**src/rtl/appsp_pkg.sv**
```systemverilog
// ----------------------------------------------------------------------------
// appsp_pkg
// Shared types and constants of the palette path stream parser: parse
// phases, record kinds, queue entry layout and the fixed path prefix.
// ----------------------------------------------------------------------------
package appsp_pkg;

	// default limits handed to the top level
	localparam int MAX_PATH_LEN_DEF = 256;
	localparam int MAX_ENTRIES_DEF  = 256;
	localparam int MIN_FILE_LEN_DEF = 64;

	// configuration port
	localparam int PADDR_W = 3;
	localparam int PDATA_W = 32;
	localparam logic [PADDR_W-1:0] REG_FILE_LENGTH = '0;

	// fixed field widths
	localparam int IDX_W  = 9;
	localparam int WORD_W = 32;

	// search and metadata constants
	localparam logic [31:0] PREFIX_WORD    = 32'h6172_745C;
	localparam logic [31:0] COUNT_LO       = 32'd1;
	localparam logic [31:0] COUNT_HI       = 32'd200;
	localparam logic [31:0] SEARCH_MIN_POS = 32'd7;
	localparam logic [31:0] PREFIX_BACK    = 32'd3;
	localparam logic [3:0]  META_FIRST     = 4'd1;
	localparam logic [3:0]  META_WORD_END  = 4'd8;
	localparam logic [3:0]  META_LAST      = 4'd12;

	// queue between front and back
	localparam int QUEUE_DEPTH = 4;
	localparam int QPTR_W      = $clog2(QUEUE_DEPTH);
	localparam int QCNT_W      = $clog2(QUEUE_DEPTH + 1);

	typedef enum logic [2:0] {
		PH_SEARCH,
		PH_DIFF,
		PH_NPRE,
		PH_NORM,
		PH_META,
		PH_NEXT,
		PH_HALT
	} phase_t;

	typedef enum logic [1:0] {
		KIND_PATH    = 2'd0,
		KIND_DONE    = 2'd1,
		KIND_ABANDON = 2'd2,
		KIND_SUMMARY = 2'd3
	} kind_t;

	// one queue entry: an optional path/done/abandon record and an
	// optional end summary that follows it
	typedef struct packed {
		logic              has_rec;
		kind_t             kind;
		logic              which;
		logic [7:0]        pbyte;
		logic [IDX_W-1:0]  idx;
		logic [WORD_W-1:0] tile;
		logic [WORD_W-1:0] inten;
		logic              has_sum;
		logic [WORD_W-1:0] pal;
		logic [IDX_W-1:0]  cnt;
		logic              ok;
	} entry_t;

	// prefix character at a position of "art\"
	function automatic logic [7:0] prefix_char(input logic [1:0] pos);
		logic [7:0] ch;
		case (pos)
			2'd0: ch = 8'h61;
			2'd1: ch = 8'h72;
			2'd2: ch = 8'h74;
			default: ch = 8'h5C;
		endcase
		return ch;
	endfunction

endpackage

```
**src/rtl/appsp_queue.sv**
```systemverilog
// ----------------------------------------------------------------------------
// appsp_queue
// Short register queue that decouples the byte parser from the record
// output stage.
// ----------------------------------------------------------------------------
module appsp_queue (
	input  logic            clk,
	input  logic            arst_n,
	input  logic            push,
	input  appsp_pkg::entry_t push_entry,
	output logic            full,
	input  logic            pop,
	output appsp_pkg::entry_t head,
	output logic            empty
);
	import appsp_pkg::*;

	entry_t            mem_q [QUEUE_DEPTH];
	logic [QPTR_W-1:0] wr_ptr_q;
	logic [QPTR_W-1:0] rd_ptr_q;
	logic [QCNT_W-1:0] count_q;

	assign full  = (count_q == QCNT_W'(QUEUE_DEPTH));
	assign empty = (count_q == '0);
	assign head  = mem_q[rd_ptr_q];

	// entry storage
	always_ff @(posedge clk) begin
		if (push) begin
			mem_q[wr_ptr_q] <= push_entry;
		end
	end

	// pointers and fill count
	always_ff @(posedge clk or negedge arst_n) begin
		if (!arst_n) begin
			wr_ptr_q <= '0;
			rd_ptr_q <= '0;
			count_q  <= '0;
		end else begin
			if (push) begin
				wr_ptr_q <= wr_ptr_q + QPTR_W'(1);
			end
			if (pop) begin
				rd_ptr_q <= rd_ptr_q + QPTR_W'(1);
			end
			case ({push, pop})
				2'b10: count_q <= count_q + QCNT_W'(1);
				2'b01: count_q <= count_q - QCNT_W'(1);
				default: count_q <= count_q;
			endcase
		end
	end

`ifndef NO_ASSERTIONS
	a_no_overflow: assert property (@(posedge clk) disable iff (!arst_n)
		push |-> !full)
		else $error("push into full queue");
	a_no_underflow: assert property (@(posedge clk) disable iff (!arst_n)
		pop |-> !empty)
		else $error("pop from empty queue");
`endif

endmodule

```
**src/rtl/appsp_front.sv**
```systemverilog
// ----------------------------------------------------------------------------
// appsp_front
// Byte parser: holds the file length register and the parse state, and
// classifies each accepted byte into at most one record plus a summary.
// ----------------------------------------------------------------------------
module appsp_front #(
	parameter int MAX_PATH_LEN = appsp_pkg::MAX_PATH_LEN_DEF,
	parameter int MAX_ENTRIES  = appsp_pkg::MAX_ENTRIES_DEF,
	parameter int MIN_FILE_LEN = appsp_pkg::MIN_FILE_LEN_DEF
) (
	input  logic              clk,
	input  logic              arst_n,
	input  logic              cfg_wr,
	input  logic [31:0]       cfg_value,
	output logic [31:0]       file_length,
	input  logic              byte_valid,
	input  logic [7:0]        data_byte,
	input  logic              queue_full,
	output logic              push,
	output appsp_pkg::entry_t push_entry
);
	import appsp_pkg::*;

	localparam int FLEN_W = $clog2(MAX_PATH_LEN + 1);
	localparam int ENT_W  = $clog2(MAX_ENTRIES + 2);

	logic [31:0]       file_len_q, file_len_d;
	logic [31:0]       pos_q, pos_d;
	logic [63:0]       recent_q, recent_d;
	phase_t            phase_q, phase_d;
	logic [FLEN_W-1:0] flen_q, flen_d;
	logic [ENT_W-1:0]  entries_q, entries_d;
	logic [31:0]       pal_q, pal_d;
	logic [3:0]        meta_cnt_q, meta_cnt_d;
	logic [63:0]       meta_q, meta_d;

	logic   accept;
	logic   last;
	logic   abandon;
	entry_t ent;

	assign file_length = file_len_q;
	assign accept      = byte_valid && !queue_full;
	assign last        = (pos_q == file_len_q - 32'd1);
	assign push_entry  = ent;
	assign push        = ent.has_rec || ent.has_sum;

	// parse state register
	always_ff @(posedge clk or negedge arst_n) begin
		if (!arst_n) begin
			file_len_q <= '0;
			pos_q      <= '0;
			recent_q   <= '0;
			phase_q    <= PH_SEARCH;
			flen_q     <= '0;
			entries_q  <= '0;
			pal_q      <= '0;
			meta_cnt_q <= '0;
			meta_q     <= '0;
		end else begin
			file_len_q <= file_len_d;
			pos_q      <= pos_d;
			recent_q   <= recent_d;
			phase_q    <= phase_d;
			flen_q     <= flen_d;
			entries_q  <= entries_d;
			pal_q      <= pal_d;
			meta_cnt_q <= meta_cnt_d;
			meta_q     <= meta_d;
		end
	end

	// next state and records for the current byte
	always_comb begin
		file_len_d = file_len_q;
		pos_d      = pos_q;
		recent_d   = recent_q;
		phase_d    = phase_q;
		flen_d     = flen_q;
		entries_d  = entries_q;
		pal_d      = pal_q;
		meta_cnt_d = meta_cnt_q;
		meta_d     = meta_q;
		abandon    = 1'b0;
		ent        = '0;

		if (cfg_wr) begin
			// new file length restarts the parser
			file_len_d = cfg_value;
			pos_d      = '0;
			recent_d   = '0;
			phase_d    = PH_SEARCH;
			flen_d     = '0;
			entries_d  = '0;
			pal_d      = '0;
			meta_cnt_d = '0;
			meta_d     = '0;
		end else if (accept && (pos_q < file_len_q)) begin
			pos_d    = pos_q + 32'd1;
			recent_d = {recent_q[55:0], data_byte};

			if (file_len_q < 32'(MIN_FILE_LEN)) begin
				// short file: only an empty summary on the last byte
				ent.has_sum = last;
			end else begin
				case (phase_q)
					PH_SEARCH: begin
						if ((pos_q >= SEARCH_MIN_POS) && !last &&
							(recent_d[31:0] == PREFIX_WORD) &&
							(recent_d[63:32] > COUNT_LO) &&
							(recent_d[63:32] < COUNT_HI)) begin
							pal_d   = pos_q - PREFIX_BACK;
							phase_d = PH_DIFF;
							flen_d  = FLEN_W'(4);
						end
					end
					PH_DIFF, PH_NORM: begin
						if (last) begin
							abandon = 1'b1;
						end else if (data_byte == 8'd0) begin
							flen_d = '0;
							if (phase_q == PH_DIFF) begin
								phase_d = PH_NPRE;
							end else begin
								phase_d    = PH_META;
								meta_cnt_d = '0;
								meta_d     = '0;
							end
						end else if (flen_q >= FLEN_W'(MAX_PATH_LEN)) begin
							abandon = 1'b1;
						end else begin
							ent.has_rec = 1'b1;
							ent.kind    = KIND_PATH;
							ent.which   = (phase_q == PH_NORM);
							ent.pbyte   = data_byte;
							ent.idx     = IDX_W'(entries_q);
							flen_d      = flen_q + FLEN_W'(1);
						end
					end
					PH_NPRE: begin
						if (last || (flen_q > FLEN_W'(3)) ||
							(data_byte != prefix_char(flen_q[1:0]))) begin
							abandon = 1'b1;
						end else begin
							flen_d = flen_q + FLEN_W'(1);
							if (flen_q == FLEN_W'(3)) begin
								phase_d = PH_NORM;
							end
						end
					end
					PH_META: begin
						if ((meta_cnt_q >= META_FIRST) && (meta_cnt_q <= META_WORD_END)) begin
							meta_d = {meta_q[55:0], data_byte};
						end
						if (meta_cnt_q >= META_LAST) begin
							ent.has_rec = 1'b1;
							ent.kind    = KIND_DONE;
							ent.idx     = IDX_W'(entries_q);
							ent.tile    = meta_d[63:32];
							ent.inten   = meta_d[31:0];
							entries_d   = entries_q + ENT_W'(1);
							flen_d      = '0;
							phase_d     = (entries_d > ENT_W'(MAX_ENTRIES)) ? PH_HALT : PH_NEXT;
						end else if (last) begin
							abandon = 1'b1;
						end else begin
							meta_cnt_d = meta_cnt_q + 4'd1;
						end
					end
					PH_NEXT: begin
						if ((flen_q > FLEN_W'(3)) ||
							(data_byte != prefix_char(flen_q[1:0]))) begin
							phase_d = PH_HALT;
						end else begin
							flen_d = flen_q + FLEN_W'(1);
							if (flen_q == FLEN_W'(3)) begin
								phase_d = last ? PH_HALT : PH_DIFF;
							end
						end
					end
					default: begin
					end
				endcase

				// broken entry
				if (abandon) begin
					ent.has_rec = 1'b1;
					ent.kind    = KIND_ABANDON;
					ent.idx     = IDX_W'(entries_q);
					phase_d     = PH_HALT;
				end

				// end summary on the last byte
				if (last) begin
					ent.has_sum = 1'b1;
					ent.pal     = pal_d;
					ent.cnt     = IDX_W'(entries_d);
					ent.ok      = (entries_d != '0);
				end
			end
		end
	end

`ifndef NO_ASSERTIONS
	a_halt_sticky: assert property (@(posedge clk) disable iff (!arst_n)
		(phase_q == PH_HALT && !cfg_wr) |=> (phase_q == PH_HALT))
		else $error("parser left halt without restart");
	a_pair_on_last: assert property (@(posedge clk) disable iff (!arst_n)
		(push && ent.has_rec && ent.has_sum) |-> last)
		else $error("two records from a byte that is not the last");
`endif

endmodule

```
**src/rtl/appsp_back.sv**
```systemverilog
// ----------------------------------------------------------------------------
// appsp_back
// Record output stage: drains queue entries into the output register one
// record per cycle unless rec_stall holds it; record first, summary after.
// ----------------------------------------------------------------------------
module appsp_back (
	input  logic              clk,
	input  logic              arst_n,
	input  appsp_pkg::entry_t head,
	input  logic              empty,
	output logic              pop,
	input  logic              rec_stall,
	output logic              rec_valid,
	output logic [1:0]        record_kind,
	output logic              which_path,
	output logic [7:0]        path_byte,
	output logic [8:0]        entry_index,
	output logic [31:0]       tile_scale_bits,
	output logic [31:0]       intensity_bits,
	output logic [31:0]       table_offset,
	output logic [8:0]        entry_count,
	output logic              parse_ok,
	output logic              last_of_run
);
	import appsp_pkg::*;

	logic sel_q;
	logic valid_q;
	logic load;
	logic take;
	logic use_rec;
	logic last_in_entry;

	logic [1:0]        kind_q;
	logic              which_q;
	logic [7:0]        pbyte_q;
	logic [IDX_W-1:0]  idx_q;
	logic [WORD_W-1:0] tile_q;
	logic [WORD_W-1:0] inten_q;
	logic [WORD_W-1:0] pal_q;
	logic [IDX_W-1:0]  cnt_q;
	logic              ok_q;
	logic              last_q;

	assign load          = !valid_q || !rec_stall;
	assign take          = load && !empty;
	assign use_rec       = head.has_rec && !sel_q;
	assign last_in_entry = !use_rec || !head.has_sum;
	assign pop           = take && last_in_entry;

	// output handshake and entry half select
	always_ff @(posedge clk or negedge arst_n) begin
		if (!arst_n) begin
			valid_q <= 1'b0;
			sel_q   <= 1'b0;
		end else begin
			if (load) begin
				valid_q <= !empty;
			end
			if (take) begin
				sel_q <= !last_in_entry;
			end
		end
	end

	// output payload
	always_ff @(posedge clk) begin
		if (take) begin
			if (use_rec) begin
				kind_q  <= head.kind;
				which_q <= head.which;
				pbyte_q <= head.pbyte;
				idx_q   <= head.idx;
				tile_q  <= head.tile;
				inten_q <= head.inten;
				pal_q   <= '0;
				cnt_q   <= '0;
				ok_q    <= 1'b0;
			end else begin
				kind_q  <= KIND_SUMMARY;
				which_q <= 1'b0;
				pbyte_q <= '0;
				idx_q   <= '0;
				tile_q  <= '0;
				inten_q <= '0;
				pal_q   <= head.pal;
				cnt_q   <= head.cnt;
				ok_q    <= head.ok;
			end
			last_q <= last_in_entry;
		end
	end

	assign rec_valid       = valid_q;
	assign record_kind     = kind_q;
	assign which_path      = which_q;
	assign path_byte       = pbyte_q;
	assign entry_index     = idx_q;
	assign tile_scale_bits = tile_q;
	assign intensity_bits  = inten_q;
	assign table_offset    = pal_q;
	assign entry_count     = cnt_q;
	assign parse_ok        = ok_q;
	assign last_of_run     = last_q;

`ifndef NO_ASSERTIONS
	a_sel_has_head: assert property (@(posedge clk) disable iff (!arst_n)
		sel_q |-> (!empty && head.has_rec && head.has_sum))
		else $error("summary half selected without a paired entry");
`endif

endmodule

```
**src/rtl/art_path_palette_stream_parser_top.sv**
```systemverilog
// ----------------------------------------------------------------------------
// art_path_palette_stream_parser_top
// Streaming parser for an embedded palette of texture path entries.
// ----------------------------------------------------------------------------
// Usage: write the file length to register 0 over the APB port, then
// stream the file one byte per request on data_byte with byte_valid.
// Each byte request is taken when byte_valid is high and byte_stall low.
// Records leave on the output channel (rec_valid, rec_stall) with one
// field per port: path bytes, entry done and abandon records, and an end
// summary after the last file byte. last_of_run marks the final record
// caused by an input byte.
// A record is queued when its byte is taken, then moves to the output register.
// Throughput: one byte per cycle unless byte_stall; one record per cycle
// unless rec_stall; the last byte can cause two records, one after the other.
// A four entry queue sits between the byte parser and the output
// register; byte_stall rises only when that queue is full, which happens
// only while rec_stall holds the output back.
// Reset clears the file length, the parser and the queue. Writing the
// file length restarts parsing; write it only while no records are due.
// ----------------------------------------------------------------------------
module art_path_palette_stream_parser_top #(
	parameter int MAX_PATH_LEN = appsp_pkg::MAX_PATH_LEN_DEF,
	parameter int MAX_ENTRIES  = appsp_pkg::MAX_ENTRIES_DEF,
	parameter int MIN_FILE_LEN = appsp_pkg::MIN_FILE_LEN_DEF
) (
	input  logic                          clk,
	input  logic                          arst_n,
	input  logic                          psel,
	input  logic                          penable,
	input  logic                          pwrite,
	input  logic [appsp_pkg::PADDR_W-1:0] paddr,
	input  logic [appsp_pkg::PDATA_W-1:0] pwdata,
	output logic [appsp_pkg::PDATA_W-1:0] prdata,
	output logic                          pready,
	input  logic                          byte_valid,
	output logic                          byte_stall,
	input  logic [7:0]                    data_byte,
	output logic                          rec_valid,
	input  logic                          rec_stall,
	output logic [1:0]                    record_kind,
	output logic                          which_path,
	output logic [7:0]                    path_byte,
	output logic [8:0]                    entry_index,
	output logic [31:0]                   tile_scale_bits,
	output logic [31:0]                   intensity_bits,
	output logic [31:0]                   table_offset,
	output logic [8:0]                    entry_count,
	output logic                          parse_ok,
	output logic                          last_of_run
);
	import appsp_pkg::*;

	logic        cfg_wr;
	logic [31:0] file_length;
	logic        q_full;
	logic        q_empty;
	logic        q_push;
	logic        q_pop;
	entry_t      q_in;
	entry_t      q_head;

	// register access
	assign pready     = 1'b1;
	assign cfg_wr     = psel && penable && pwrite && (paddr == REG_FILE_LENGTH);
	assign prdata     = (paddr == REG_FILE_LENGTH) ? file_length : '0;
	assign byte_stall = q_full;

	appsp_front #(
		.MAX_PATH_LEN (MAX_PATH_LEN),
		.MAX_ENTRIES  (MAX_ENTRIES),
		.MIN_FILE_LEN (MIN_FILE_LEN)
	) u_front (
		.clk         (clk),
		.arst_n      (arst_n),
		.cfg_wr      (cfg_wr),
		.cfg_value   (pwdata),
		.file_length (file_length),
		.byte_valid  (byte_valid),
		.data_byte   (data_byte),
		.queue_full  (q_full),
		.push        (q_push),
		.push_entry  (q_in)
	);

	appsp_queue u_queue (
		.clk        (clk),
		.arst_n     (arst_n),
		.push       (q_push),
		.push_entry (q_in),
		.full       (q_full),
		.pop        (q_pop),
		.head       (q_head),
		.empty      (q_empty)
	);

	appsp_back u_back (
		.clk             (clk),
		.arst_n          (arst_n),
		.head            (q_head),
		.empty           (q_empty),
		.pop             (q_pop),
		.rec_stall       (rec_stall),
		.rec_valid       (rec_valid),
		.record_kind     (record_kind),
		.which_path      (which_path),
		.path_byte       (path_byte),
		.entry_index     (entry_index),
		.tile_scale_bits (tile_scale_bits),
		.intensity_bits  (intensity_bits),
		.table_offset    (table_offset),
		.entry_count     (entry_count),
		.parse_ok        (parse_ok),
		.last_of_run     (last_of_run)
	);

endmodule

```
**config.mk**
```make
export PLATFORM = sky130hd
export DESIGN_NAME = art_path_palette_stream_parser_top
export DESIGN_NICKNAME = d
export VERILOG_FILES = /design/src/rtl/appsp_pkg.sv /design/src/rtl/appsp_queue.sv /design/src/rtl/appsp_front.sv /design/src/rtl/appsp_back.sv /design/src/rtl/art_path_palette_stream_parser_top.sv
export SDC_FILE = /design/constraint.sdc
export NUM_CORES = 1
export LEC_CHECK = 0
export ABC_AREA = 0
export BUFFER_PORTS_ARGS = -buffer_cell sky130_fd_sc_hd__buf_2
export CAP_MARGIN = 20
export CORE_MARGIN = 10
export CORE_UTILIZATION = 65
export DETAILED_ROUTE_END_ITERATION = 16
export PLACE_DENSITY = 0.84
export SYNTH_ARGS = -nofsm -noshare
export SYNTH_HDL_FRONTEND = slang
export SYNTH_HIERARCHICAL = 1
export SYNTH_SLANG_ARGS = --single-unit
```
**constraint.sdc**
```tcl
create_clock -name clk -period 23.8 [get_ports clk]
set_input_delay 3.57 -clock clk [delete_from_list [all_inputs] [get_ports clk]]
set_output_delay 3.57 -clock clk [all_outputs]
set_load 0.05 [all_outputs]
```
# Word level (Yosys, flattened, before mapping)
# Memory sizes are Yosys's and may differ from the RTL's.
# Cells that the tools add are included.
word_totals:
  reg_bits: 377
  out_inout_bits: 162
  ram_bits: 512
  elab_cells: 225
  memories: 1
memory_table:
  columns: ["memory", "words", "width", "rd", "rd_ports_with_merged_regs", "write_ports", "line_no", "source"]
  rows:
  - ["u_queue.mem_q", 4, 128, 1, 0, 1, "appsp_queue.sv:18", "entry_t mem_q [QUEUE_DEPTH];"]
classes:
  reduce_logical: 45
  n_lt_le_gt_ge: 11
  eq_ne: 33
  muxes: 101
  add_sub_neg: 10
op_table:
  columns: ["operator", "n"]
  rows:
  - ["$mux W64", 8]
  - ["$mux W128", 2]
  - ["$mux W32", 8]
  - ["$mux W9", 20]
  - ["$pmux W64 S2", 1]
  - ["$mux W56", 2]
  - ["$mux W85", 1]
  - ["$mux W73", 1]
  - ["$mux W8", 8]
  - ["$mux W21", 3]
  - ["$mux W3", 16]
  - ["$pmux W9 S5", 1]
  - ["$mux W43", 1]
  - ["$mux W42", 1]
  - ["$add A32 B1 Y32 const B", 1]
  - ["$eq A32 B31 Y1 const B", 1]
  - ["$eq A32 B32 Y1", 1]
  - ["$ge A32 B3 Y1 const B", 1]
  - ["$gt A32 B1 Y1 const B", 1]
  - ["$lt A32 B32 Y1", 1]
  - ["$lt A32 B7 Y1 const B", 1]
  - ["$lt A32 B8 Y1 const B", 1]
  - ["$mux W4", 8]
  - ["$sub A32 B1 Y32 const B", 1]
  - ["other kinds (51)", 110]

# Depth between registers and ports, before layout
# Gate-level depths: netlist (run 1).
logic_depth:
  ltp_word: 20
  ltp_mapped: 21

# Cells and area by module
# The synthesis (run 1) kept the hierarchy.
modules_own_cells:
  columns: ["module", "cells_each", "n_inst", "area_per_inst_um2"]
  rows:
  - ["appsp_queue", 706, 1, 18865.6]
  - ["appsp_front", 1754, 1, 14624.0]
  - ["appsp_back", 277, 1, 4799.6]
  - ["art_path_palette_stream_parser_top", 39, 1, 270.3]

# Worst setup path after synthesis (run 1)
# OpenSTA, ideal clock, no wires.
synth_timing:
  kind: "in2reg"
  startpoint: "in rec_stall"
  endpoint: "reg u_queue.count_q[2]"
  t_arrival_ns: 11.192
  n_path_buf: 0
  slack_ns: 12.529
  stages: 8
  setup_time_ns: 0.079
  path_cell_list: "a21oi_1 > nor2b_1 > ha_1 > inv_1 > fa_1 > xor2_1 > nor2_1 > xor2_1"
synth_via:
  elab_chain_cells: 6
  elab_cells_between_ends: 8
synth_rtl:
  columns: ["element", "line_no", "source"]
  rows:
  - ["start: declaration", "art_path_palette_stream_parser_top.sv:39", "input logic rec_stall,"]
  - ["$logic_not A1 Y1 (*)", "appsp_back.sv:45", "assign load = !valid_q || !rec_stall;"]
  - ["$logic_or A1 B1 Y1 (*)", "appsp_back.sv:45", null]
  - ["$logic_and A1 B1 Y1 (*)", "appsp_back.sv:46", "assign take = load && !empty;"]
  - ["$logic_and A1 B1 Y1 (*)", "appsp_back.sv:49", "assign pop = take && last_in_entry;"]
  - ["named net q_pop", "art_path_palette_stream_parser_top.sv:58", "logic q_pop;"]
  - ["$eq A2 B1 Y1 or $eq A2 B2 Y1 (tied branches)", "appsp_queue.sv:47", "case ({push, pop})"]
  - ["$pmux W3 S2 or $reduce_bool A2 Y1 (tied branches)", null, null]
  - ["end signal: assignment", "appsp_queue.sv:48", "2'b10: count_q <= count_q + QCNT_W'(1);"]
  - ["end signal: assignment", "appsp_queue.sv:49", "2'b01: count_q <= count_q - QCNT_W'(1);"]
  - ["end signal: assignment", "appsp_queue.sv:50", "default: count_q <= count_q;"]
  - ["end: declaration", "appsp_queue.sv:21", "logic [QCNT_W-1:0] count_q;"]
# The timed path passes the listed nets; every way through them passes the cells marked *.
# A chain may end at the register's enable or synchronous reset.

# Worst setup path after layout (run 1)
layout_timing:
  startpoint: "in paddr[1] (netlist bit)"
  endpoint: "out prdata[3] (netlist bit)"
layout_via:
  elab_chain_cells: 2
layout_rtl:
  columns: ["element", "line_no", "source"]
  rows:
  - ["start: declaration", "art_path_palette_stream_parser_top.sv:31", "input logic [appsp_pkg::PADDR_W-1:0] paddr,"]
  - ["$logic_not A3 Y1", "art_path_palette_stream_parser_top.sv:65", "assign prdata = (paddr == REG_FILE_LENGTH) ? file_length : '0;"]
  - ["$mux W32", "art_path_palette_stream_parser_top.sv:65", null]
  - ["end: declaration", "art_path_palette_stream_parser_top.sv:33", "output logic [appsp_pkg::PDATA_W-1:0] prdata,"]
# No other way between the ends.

==> impl_metrics.toml, run 1 <==
[pwr]
p_int_mw = 2.88
switchingPower_mw = 1.37
seq_power_share_pct = 46.6
swShare_pct = 32.3
irDropWorstVdd_mv = 0.0828
leakage_nw = 14.6
power_frac_clock_pct = 30.9
powerDensity_mw_per_mm2 = 99.4
power_frac_comb_pct = 22.5

[setup_path]
critPathMaxFanout = 33
r2r_slack_ns = 17.10
endpoint_kind = "output pin"
r2r_start = "u_front/file_length[6]"
crit_path_start = "paddr[1]"
critical_path_required_ns = 20.23
rr_endpoint = "u_queue/mem_q[0][80]"
start_kind = "primary input"
reg2reg_depth = 11
endpoint = "prdata[3]"
cp.arrival_ns = 4.92
crit_type = "primary input to output pin"

[floorplan]
core_area_sq_mm = 0.0589
die_y_um = 264
dieArea_sq_mm = 0.0695
start_util_pct = 65.5
ios = 212
die_w_um = 264
rows = 89

[drt]
drt_wl_total_um = 87800
ant_nets = 0
vias = 23900
drt_first_pass_iters = 6
via_per_inst = 6.32
post_drt_wl_per_cell_um = 23.3
drtIter0Drc = 2668
drcViolationCount = 0

[global_routing]
grt_overflow = 0
grt_usage_pct = 25.0
grt_pass1_vias = 24100
busiest_layer = "met2"
use_met3_pct = 4.11
grtUsageMet1_pct = 33.4
grt_start_max_net_pins = 118
antenna_found_initial = 6
grt_pass1_wl_um = 138000
grt_use_met2_pct = 41.3

[yosys]
netlist_instances = 2776
synth_ff_type = "edfxtp_1"
postSynth.asyncResetShare_pct = 28.1
netlist_top_cells_count = "edfxtp_1 (639), nand2_1 (359), dfrtp_1 (250)"
synth_top_area_cell = "edfxtp_1"
avgSynthCellArea_sq_um = 13.9
syn_area_sq_mm = 0.0386
synth_area_leaders = "edfxtp_1 (50%), dfrtp_1 (16%), mux4_2 (7.5%)"
yosysMostFrequentCell = "edfxtp_1"
synth_cell_type_count = 80
ys_warn_count = 6
synth_edf_count = 639
yosysSeqAreaShare_pct = 66.0
synth-seq-cells = 889
synth.top_cell.area_share_pct = 49.8
syn-num-nets = 2875

[finish]
antenna_cells = 0
nFillCells = 3550
final_cell_count_no_fill = 3773
drive_gt1_share_pct = 18.0
area_growth_pct = 10.9
utilization_pct = 72.6
num-nets-final = 3029

[sta]
fmax_ghz = 0.118
rsz0062_at_grt = "no"
hold_viol = 0
worst_slack_ns = 15.31
setup_violations = 0
hold_slack_ns = 0.506
setup_tns_ns = 0
finalCritPeriodShare_pct = 35.7
worst_slew_margin_rel_pct = 26.8
clock_skew_ns = 0.0362
fin_crit_ns = 8.49
tightest_slew_ns = 1.10
slew_viol_final = 0

[clocking]
ctsResizeCount = 0
clockBufferDepth = 3
cts_root_buf = "clkbuf_16"
clk_pin_slew_worst_paths_ns = 0.06
clk_latency_ns = 0.64
cts_setup_buffers = 0
hold_buffers = 0
numCtsBuffers = 86
htreeDepth = 3
cts_tree = "yes"
cts.sinks = 889

[placement]
place_ws_ns = 15.29
gp_congestion = 0.873
dp.cells = 3613
numPortBuffers = 210
dp_hpwl_um = 53400

[job]
drv_cap = 0

[min_path]
hp-class = "flop to flop"

[status]
status = "complete, no violations"
[layout by cell type, fill, tap and decap left out, types with 23 or more instances in the layout]
master / synthesis / layout
edfxtp_1: 639 / 639
nand2_1: 359 / 358
dfrtp_1: 250 / 248
buf_2: 32 / 209
and2_1: 175 / 171
a21oi_1: 164 / 163
mux4_2: 128 / 128
nor2_1: 109 / 109
clkbuf_16: 0 / 87
o21ai_0: 80 / 80
xnor2_1: 74 / 74
a22o_1: 65 / 65
inv_1: 59 / 59
nor2b_1: 60 / 59
ha_1: 48 / 48
xor2_1: 43 / 43
nor3_1: 44 / 42
nor4_1: 36 / 36
nand3_1: 33 / 33
mux2i_1: 31 / 30
nand4_1: 26 / 26
clkinv_2: 0 / 23
buf_4: 4 / 23
[worst min-delay path by stage]
stage                  startpoint                  to  slack, ns  cells past startpoint
2_1_floorplan   u_front/pal_q[15]   u_front/pal_q[15]       0.44                      1
3_3_place_gp    u_front/pal_q[14]   u_front/pal_q[14]       0.46                      2
3_5_place_dp    u_front/pal_q[14]   u_front/pal_q[14]       0.47                      2
4_1_cts         u_front/pal_q[14]   u_front/pal_q[14]       0.50                      2
5_1_grt         u_front/pal_q[14]   u_front/pal_q[14]       0.52                      2
6_report       u_queue/count_q[2]  u_queue/count_q[2]       0.51                      1
[layout make-up]
type / count / area [sq um] / area share (%)
inverter: 59 / 221 / 0.518
timing repair buffer: 236 / 1310 / 3.06
clock buffer: 115 / 2360 / 5.52
sequential: 889 / 25500 / 59.5
tap: 773 / 967 / 2.26
multi-input combinational: 1658 / 12100 / 28.3
clock inverter: 43 / 354 / 0.828
[worst max-delay path, stage by stage]
cell    delay [ns]
buf_2         0.11
nor3_4        0.73
and2_1        0.23
buf_2         0.27
[power groups by stage]
stage	clock network, mW	registers [mW]	logic, mW
2_1_floorplan	0	2.17	0.565
3_3_place_gp	0	2.01	0.932
3_5_place_dp	0	2.01	0.951
4_1_cts	1.33	1.98	0.958
5_1_grt	1.39	2.00	1.03
6_report	1.31	1.98	0.959
[flip-flops by register name (all words and copies together) (netlist names), 32 cells and up]
| name | cells |
|---|---|
| u_front/pal_q | 32 |
| u_front/file_length | 32 |
| u_front/recent_q | 56 |
| u_back/tile_scale_bits | 32 |
| u_back/table_offset | 32 |
| u_front/meta_q | 64 |
| u_queue/mem_q | 512 |
| u_back/intensity_bits | 32 |
| u_front/pos_q | 32 |
[per-layer routing]
metal,part of all wire (%),vias up,routed length [um]
met5,0.032,-,28
met3,8.2,195,7210
met2,50,1227,43900
met1,39,11900,34000
li1,-,10500,-
met4,3.0,6,2660
[stage by stage]
| step | power [mW] | instance area, sq um |
|---|---|---|
| after floorplan | 2.74 | 38600 |
| after global placement | 2.94 | 40000 |
| after detailed placement | 2.96 | 40000 |
| after CTS | 4.27 | 42700 |
| after global routing | 4.42 | 42800 |
| final | 4.25 | 42800 |
[cell families after synthesis]
family                   count (synthesis)  share of synthesized area [%]
AND/OR/NAND/NOR                        955                           12.6
AO/OA/AOI/OAI                          373                           6.01
multiplexers                           163                           8.40
other                                    1                        0.00973
flip-flops                             889                           66.0
adder cells (fa/ha/maj)                 49                           1.61
buffers and inverters                  229                           2.74
XOR/XNOR                               117                           2.66
No activity file was read; power rests on OpenSTA's default activity.
==> run 2, diff against run 1 <==
- CORE_UTILIZATION: 65 -> 55
- PLACE_DENSITY: 0.84 -> 0.76
- clock period: 23.8 -> 6.8 ns (I/O delays scaled with it)
==> run 2 against run 1 <==
Against the previous run:
- utilization shrank 10 points
- flip-flop and latch count stayed put
- combinational power increased to 3.3 times the previous value
- first-iteration DRC count decreased by 14%
- sequential power grew to 3.5 times the previous value
- critical path type is now flop to flop
==> impl_metrics.toml, run 2 (synthesis results as in run 1) <==
[status]
status = "complete, no violations"

[placement]
dp.cells = 3794
place_ws_ns = 1.23
dpl_cell_area_sq_mm = 0.0404
dp_hpwl_um = 55900
gp_congestion = 0.860
numPortBuffers = 210

[sta]
worst_slack_ns = 1.18
worst_slew_margin_rel_pct = 24.9
tightest_slew_ns = 1.12
hold_viol = 0
fmax_ghz = 0.178
setup_tns_ns = 0
fin_crit_ns = 5.62
slew_viol_final = 0
clock_skew_ns = 0.0266
setup_violations = 0
finalCritPeriodShare_pct = 82.6
rsz0062_at_grt = "no"

[finish]
final_cell_mix = "edfxtp_1 (639), nand2_1 (358), dfrtp_1 (248), buf_2 (209), and2_1 (171)"
area_growth_pct = 12.6
multi_input_area_sq_mm = 0.0121
nFillCells = 5067
layout_commonest_cell = "edfxtp_1"
utilization_pct = 62.2
num-nets-final = 3045
drive_gt1_share_pct = 18.4
final_cell_count_no_fill = 3960
antenna_cells = 0
design_area_sq_mm = 0.0434
seq_area_sq_mm = 0.0255
largest_register_ffs = 512
biggestRegsByFlops = "u_queue/mem_q: 512 flops, u_front/meta_q: 64 flops, u_front/recent_q: 56 flops"
regMostFlops = "u_queue/mem_q"

[setup_path]
crit_path_top_delay_cell = "nor4_1"
r2r_start = "u_front/file_length[6]"
crit_type = "flop to flop"
cp.arrival_ns = 5.94
path_cells = "nor4_1 > nand3_1 > or4_1 > and3_1 > nor4_2 > nand4_1 > or3_1 > nor3_1 > or2_1 > and2_4 > buf_4"
critPathMaxFanout = 49
crit_path_start = "u_front/file_length[6]"
critPathBufInv = 1
critical_path_required_ns = 7.12
cpPeakStageDelay_ns = 0.76
path_delay_family = "simple AND/OR/NAND/NOR gates"
start_kind = "flop"
endpoint_kind = "flop"

[global_routing]
grt_pass1_vias = 23800
grt_overflow = 0
antenna_found_initial = 5
busiest_layer = "met2"
grt_pass1_wl_um = 137000
grt_usage_pct = 21.1
grt_start_max_net_pins = 122
grt_use_met2_pct = 34.8
grtUsageMet1_pct = 28.4
use_met3_pct = 3.68

[floorplan]
core_area_sq_mm = 0.0698
ios = 212
dieArea_sq_mm = 0.0811
rows = 97
die_w_um = 285
die_y_um = 285
start_util_pct = 55.3

[pwr]
power_frac_clock_pct = 33.0
swShare_pct = 31.6
powerDensity_mw_per_mm2 = 345
seq_power_share_pct = 45.8
switchingPower_mw = 4.73
leakage_nw = 14.8
power_frac_comb_pct = 21.2
p_int_mw = 10.3
irDropWorstVdd_mv = 0.291

[clocking]
cts_tree = "yes"
htreeDepth = 3
hold_buffers = 0
cts.sinks = 889
cts_root_buf = "clkbuf_16"
clockBufferDepth = 3
cts_setup_buffers = 0
ctsResizeCount = 0
clk_latency_ns = 0.66
clk_pin_slew_worst_paths_ns = 0.06
numCtsBuffers = 89

[drt]
post_drt_wl_per_cell_um = 21.8
ant_nets = 0
drt_wl_total_um = 86400
via_per_inst = 5.87
drcViolationCount = 0
vias = 23200
drt_first_pass_iters = 5
drtIter0Drc = 2293

[job]
drv_cap = 0

[min_path]
hp-class = "primary input to async pin"
-- run 2: layer usage --
layer | share of wire (%) | up-vias
met5 | 0.014 | -
met3 | 6.5 | 125
met4 | 2.3 | 2
met2 | 49 | 839
met1 | 42 | 11700
li1 | - | 10500
-- run 2: cell type report --
class / count / area share, %
Timing Repair Buffer: 249 / 3.42
Clock inverter: 48 / 1.30
Clock buffer: 117 / 5.58
Multi-Input combinational cell: 1658 / 27.9
Sequential cell: 889 / 58.6
Tap cell: 940 / 2.71
Inverter: 59 / 0.510
-- run 2: final timing paths --
kind / slack (ns) / depth (start not counted) / endpoint
hold reg to reg: 0.48 / 2 / u_front/pal_q[10]
min in group clk: 0.48 / 2 / u_front/pal_q[10]
setup / recovery: 1.18 / 11 / u_queue/mem_q[3][46]
hold / removal: 0.34 / 1 / u_front/recent_q[2]
max in group asynchronous: 5.14 / 2 / u_front/meta_q[6]
setup reg to reg: 1.18 / 11 / u_queue/mem_q[3][46]
-- run 2: metrics by stage --
stage	power (mW)	hold slack (ns)
after floorplan	9.41	0.441
after global placement	10.1	0.461
after detailed placement	10.2	0.473
after CTS	15.1	0.351
after global routing	15.6	0.390
final	15.0	0.338
-- run 2: power groups by stage --
stage / logic [mW] / registers, mW / clock network, mW
finish: 3.18 / 6.86 / 4.94
detailed placement: 3.21 / 6.98 / 0
floorplan: 1.90 / 7.51 / 0
global route: 3.44 / 6.94 / 5.26
global placement: 3.16 / 6.95 / 0
CTS: 3.23 / 6.87 / 5.03
==> run 3, diff against run 2 <==
- ABC_AREA: 0 -> 1
- CORE_UTILIZATION: 55 -> 62
- PLACE_DENSITY: 0.76 -> 0.8
- clock period: 6.8 -> 5.6 ns (I/O delays scaled with it)
==> run 3 against run 2 <==
Against the previous run:
- area after synthesis is 13% higher
- total power rose by 80%
- setup slack got worse by 0.19 ns
- design area increased by 10%
- count of clock-buffer cells in the layout grew 6
- sequential power increased by 45%
- clock skew rose by 0.0091 ns
- register-to-register slack got worse by 0.19 ns
==> impl_metrics.toml, run 3 <==
[status]
status = "complete, no violations"

[yosys]
synth_xor_area_share_pct = 1.50
netlist_instances = 4475
yosysSeqAreaShare_pct = 58.4
avgSynthCellArea_sq_um = 9.74
postSynth.asyncResetShare_pct = 28.1
syn_area_sq_mm = 0.0436
syn-num-nets = 4574
synth_ff_type = "edfxtp_1"
muxShareOfSynthArea_pct = 0
synth_fa_ha_area_share_pct = 1.42
yosysMostFrequentCell = "nand2_1"
synth_cell_type_count = 57
yosys.area_share.simple_pct = 18.5
ys_warn_count = 6
synth_compound_area_share_pct = 9.97
synth_edf_count = 639
synth_area_leaders = "edfxtp_1 (44%), dfrtp_1 (14%), nand2_1 (9.1%)"
synth_top_area_cell = "edfxtp_1"
synth-seq-cells = 889
synth_top_family_by_area = "simple AND/OR/NAND/NOR gates"
netlist_top_cells_count = "nand2_1 (1061), inv_1 (764), edfxtp_1 (639)"
synth.top_cell.area_share_pct = 44.0

[clocking]
hold_buffers = 0
clockBufferDepth = 3
cts.sinks = 889
cts_setup_buffers = 0
ctsResizeCount = 0
clk_pin_slew_worst_paths_ns = 0.06
htreeDepth = 3
numCtsBuffers = 89
clk_latency_ns = 0.65
cts_root_buf = "clkbuf_16"
cts_tree = "yes"

[pwr]
seq_power_share_pct = 36.8
total_power_mw = 27.0
irDropWorstVdd_mv = 0.406
p_int_mw = 15.5
swShare_pct = 42.6
switchingPower_mw = 11.5
leakage_nw = 20.4
powerDensity_mw_per_mm2 = 565
power_frac_comb_pct = 41.2
power_frac_clock_pct = 22.0

[global_routing]
antenna_found_initial = 3
grt_start_max_net_pins = 142
grt_usage_pct = 24.2
grt_pass1_vias = 29600
grt_pass1_wl_um = 159000
grt_overflow = 0

[finish]
nFillCells = 5201
multi_input_area_sq_mm = 0.0137
regMostFlops = "u_queue/mem_q"
largest_register_ffs = 512
seq_area_sq_mm = 0.0255
layout_commonest_cell = "nand2_1"
num-nets-final = 4708
design_area_sq_mm = 0.0478
drive_gt1_share_pct = 13.3
final_cell_mix = "nand2_1 (1060), inv_1 (758), edfxtp_1 (639), nor2_1 (356), o211ai_1 (261)"
biggestRegsByFlops = "u_queue/mem_q: 512 flops, u_front/meta_q: 64 flops, u_front/recent_q: 56 flops"
area_growth_pct = 9.66

[setup_path]
rr_endpoint = "u_queue/mem_q[1][24]"
crit_type = "flop to flop"
reg2reg_depth = 19
critical_path_required_ns = 5.86
start_kind = "flop"
r2r_slack_ns = 1.0
endpoint_kind = "flop"
cp.arrival_ns = 4.86
r2r_start = "u_front/file_length[0]"
critPathMaxFanout = 128

[sta]
hold_viol = 0
worst_slew_margin_rel_pct = 25.8
setup_tns_ns = 0
fmax_ghz = 0.217
finalCritPeriodShare_pct = 82.2
slew_viol_final = 0
tightest_slew_ns = 1.11
fin_crit_ns = 4.60
clock_skew_ns = 0.0356
rsz0062_at_grt = "no"
setup_violations = 0
hold_slack_ns = 0.241

[floorplan]
die_w_um = 285
die_y_um = 285
dieArea_sq_mm = 0.0813
ios = 212
start_util_pct = 62.4
rows = 97
core_area_sq_mm = 0.0699

[drt]
ant_nets = 0
drtIter0Drc = 3219
drt_wl_total_um = 100000
post_drt_wl_per_cell_um = 17.8
drcViolationCount = 0
vias = 30900
drt_first_pass_iters = 5
via_per_inst = 5.49

[job]
drv_cap = 0

[placement]
dpl_cell_area_sq_mm = 0.0448
numPortBuffers = 210
dp_hpwl_um = 64900
gp_congestion = 0.959

[min_path]
hp-class = "primary input to async pin"
-- run 3: changes by cell type in the layout (fill, tap and decap cells not counted), moves of 54 or more --
cell      delta
and2_1     -171
o21ai_0     +54
o211ai_1   +257
o21a_1      +64
nand2_1    +702
mux4_2     -128
inv_1      +699
xnor2_1     -60
nor2_1     +247
nor2b_1     -59
nor2_4      +72
a22o_1      -65
a21oi_1    -122
nand3_1     +98
-- run 3: worst max-delay path, cell delays in order, from the launching register on --
cell	delay [ns]
dfrtp_1	0.40
inv_1	0.15
ha_1	0.32
nand2_4	0.13
nor2_8	0.24
nand3_1	0.11
nand2_1	0.09
nand2_1	0.06
nand2_1	0.05
o21ai_1	0.09
a21oi_1	0.49
nand3_4	0.20
nand2_2	0.13
nand2_1	0.07
nand2_1	0.17
o21ai_2	0.16
o21ai_0	0.36
nand2_1	0.20
clkinvlp_4	0.13
buf_12	0.56
-- run 3: power groups by stage --
stage	sequential (mW)	clock [mW]	combinational, mW
finish	9.95	5.95	11.1
global placement	9.98	0	10.8
CTS	9.93	6.03	11.1
detailed placement	10.0	0	11.0
floorplan	11.4	0	7.41
global route	10.1	6.31	12.2
-- run 3: kinds of logic after synthesis --
kind of cell,after synthesis
compound gates,648
xor+xnor,73
fa+ha+maj,49
buf+inv,988
flops,889
other cells,1
simple gates,1827
-- run 3: how the worst max path moves through the flow --
| stage | depth (start not counted) | slack [ns] | startpoint | endpoint |
|---|---|---|---|---|
| detailed placement | 19 | 1.07 | u_front/file_length[0] | u_queue/mem_q[0][35] |
| floorplan | 11 | 0.38 | u_queue/count_q[0] | u_queue/mem_q[1][0] |
| global route | 23 | 0.58 | u_front/file_length[0] | u_queue/count_q[2] |
| CTS | 19 | 1.07 | u_front/file_length[0] | u_queue/mem_q[0][20] |
| global placement | 18 | 1.09 | u_front/file_length[7] | u_queue/mem_q[0][95] |
| finish | 19 | 1.0 | u_front/file_length[0] | u_queue/mem_q[1][24] |
-- run 3: layout make-up --
cell class | count | area share (%)
tap | 940 | 2.46
sequential | 889 | 53.2
inverter | 779 | 6.16
clock buffer | 123 | 5.31
clock inverter | 44 | 0.919
antenna | 1 | 0.00523
timing repair buffer | 252 | 3.15
multi-input combinational | 2598 | 28.8
-- run 3: per-stage QoR --
step	setup slack, ns	cells	utilization [%]
floorplan	0.377	4475	-
global placement	1.09	5456	64.0
detailed placement	1.07	5456	64.0
CTS	1.07	5623	68.3
global route	0.579	5625	68.4
finish	0.999	5626	68.4
-- run 3: per-layer routing --
metal / track usage, % / routed length, um
met5: 0 / 0
met4: 6.67 / 2110
met3: 4.22 / 7850
met2: 37.6 / 45900
met1: 34.9 / 44400
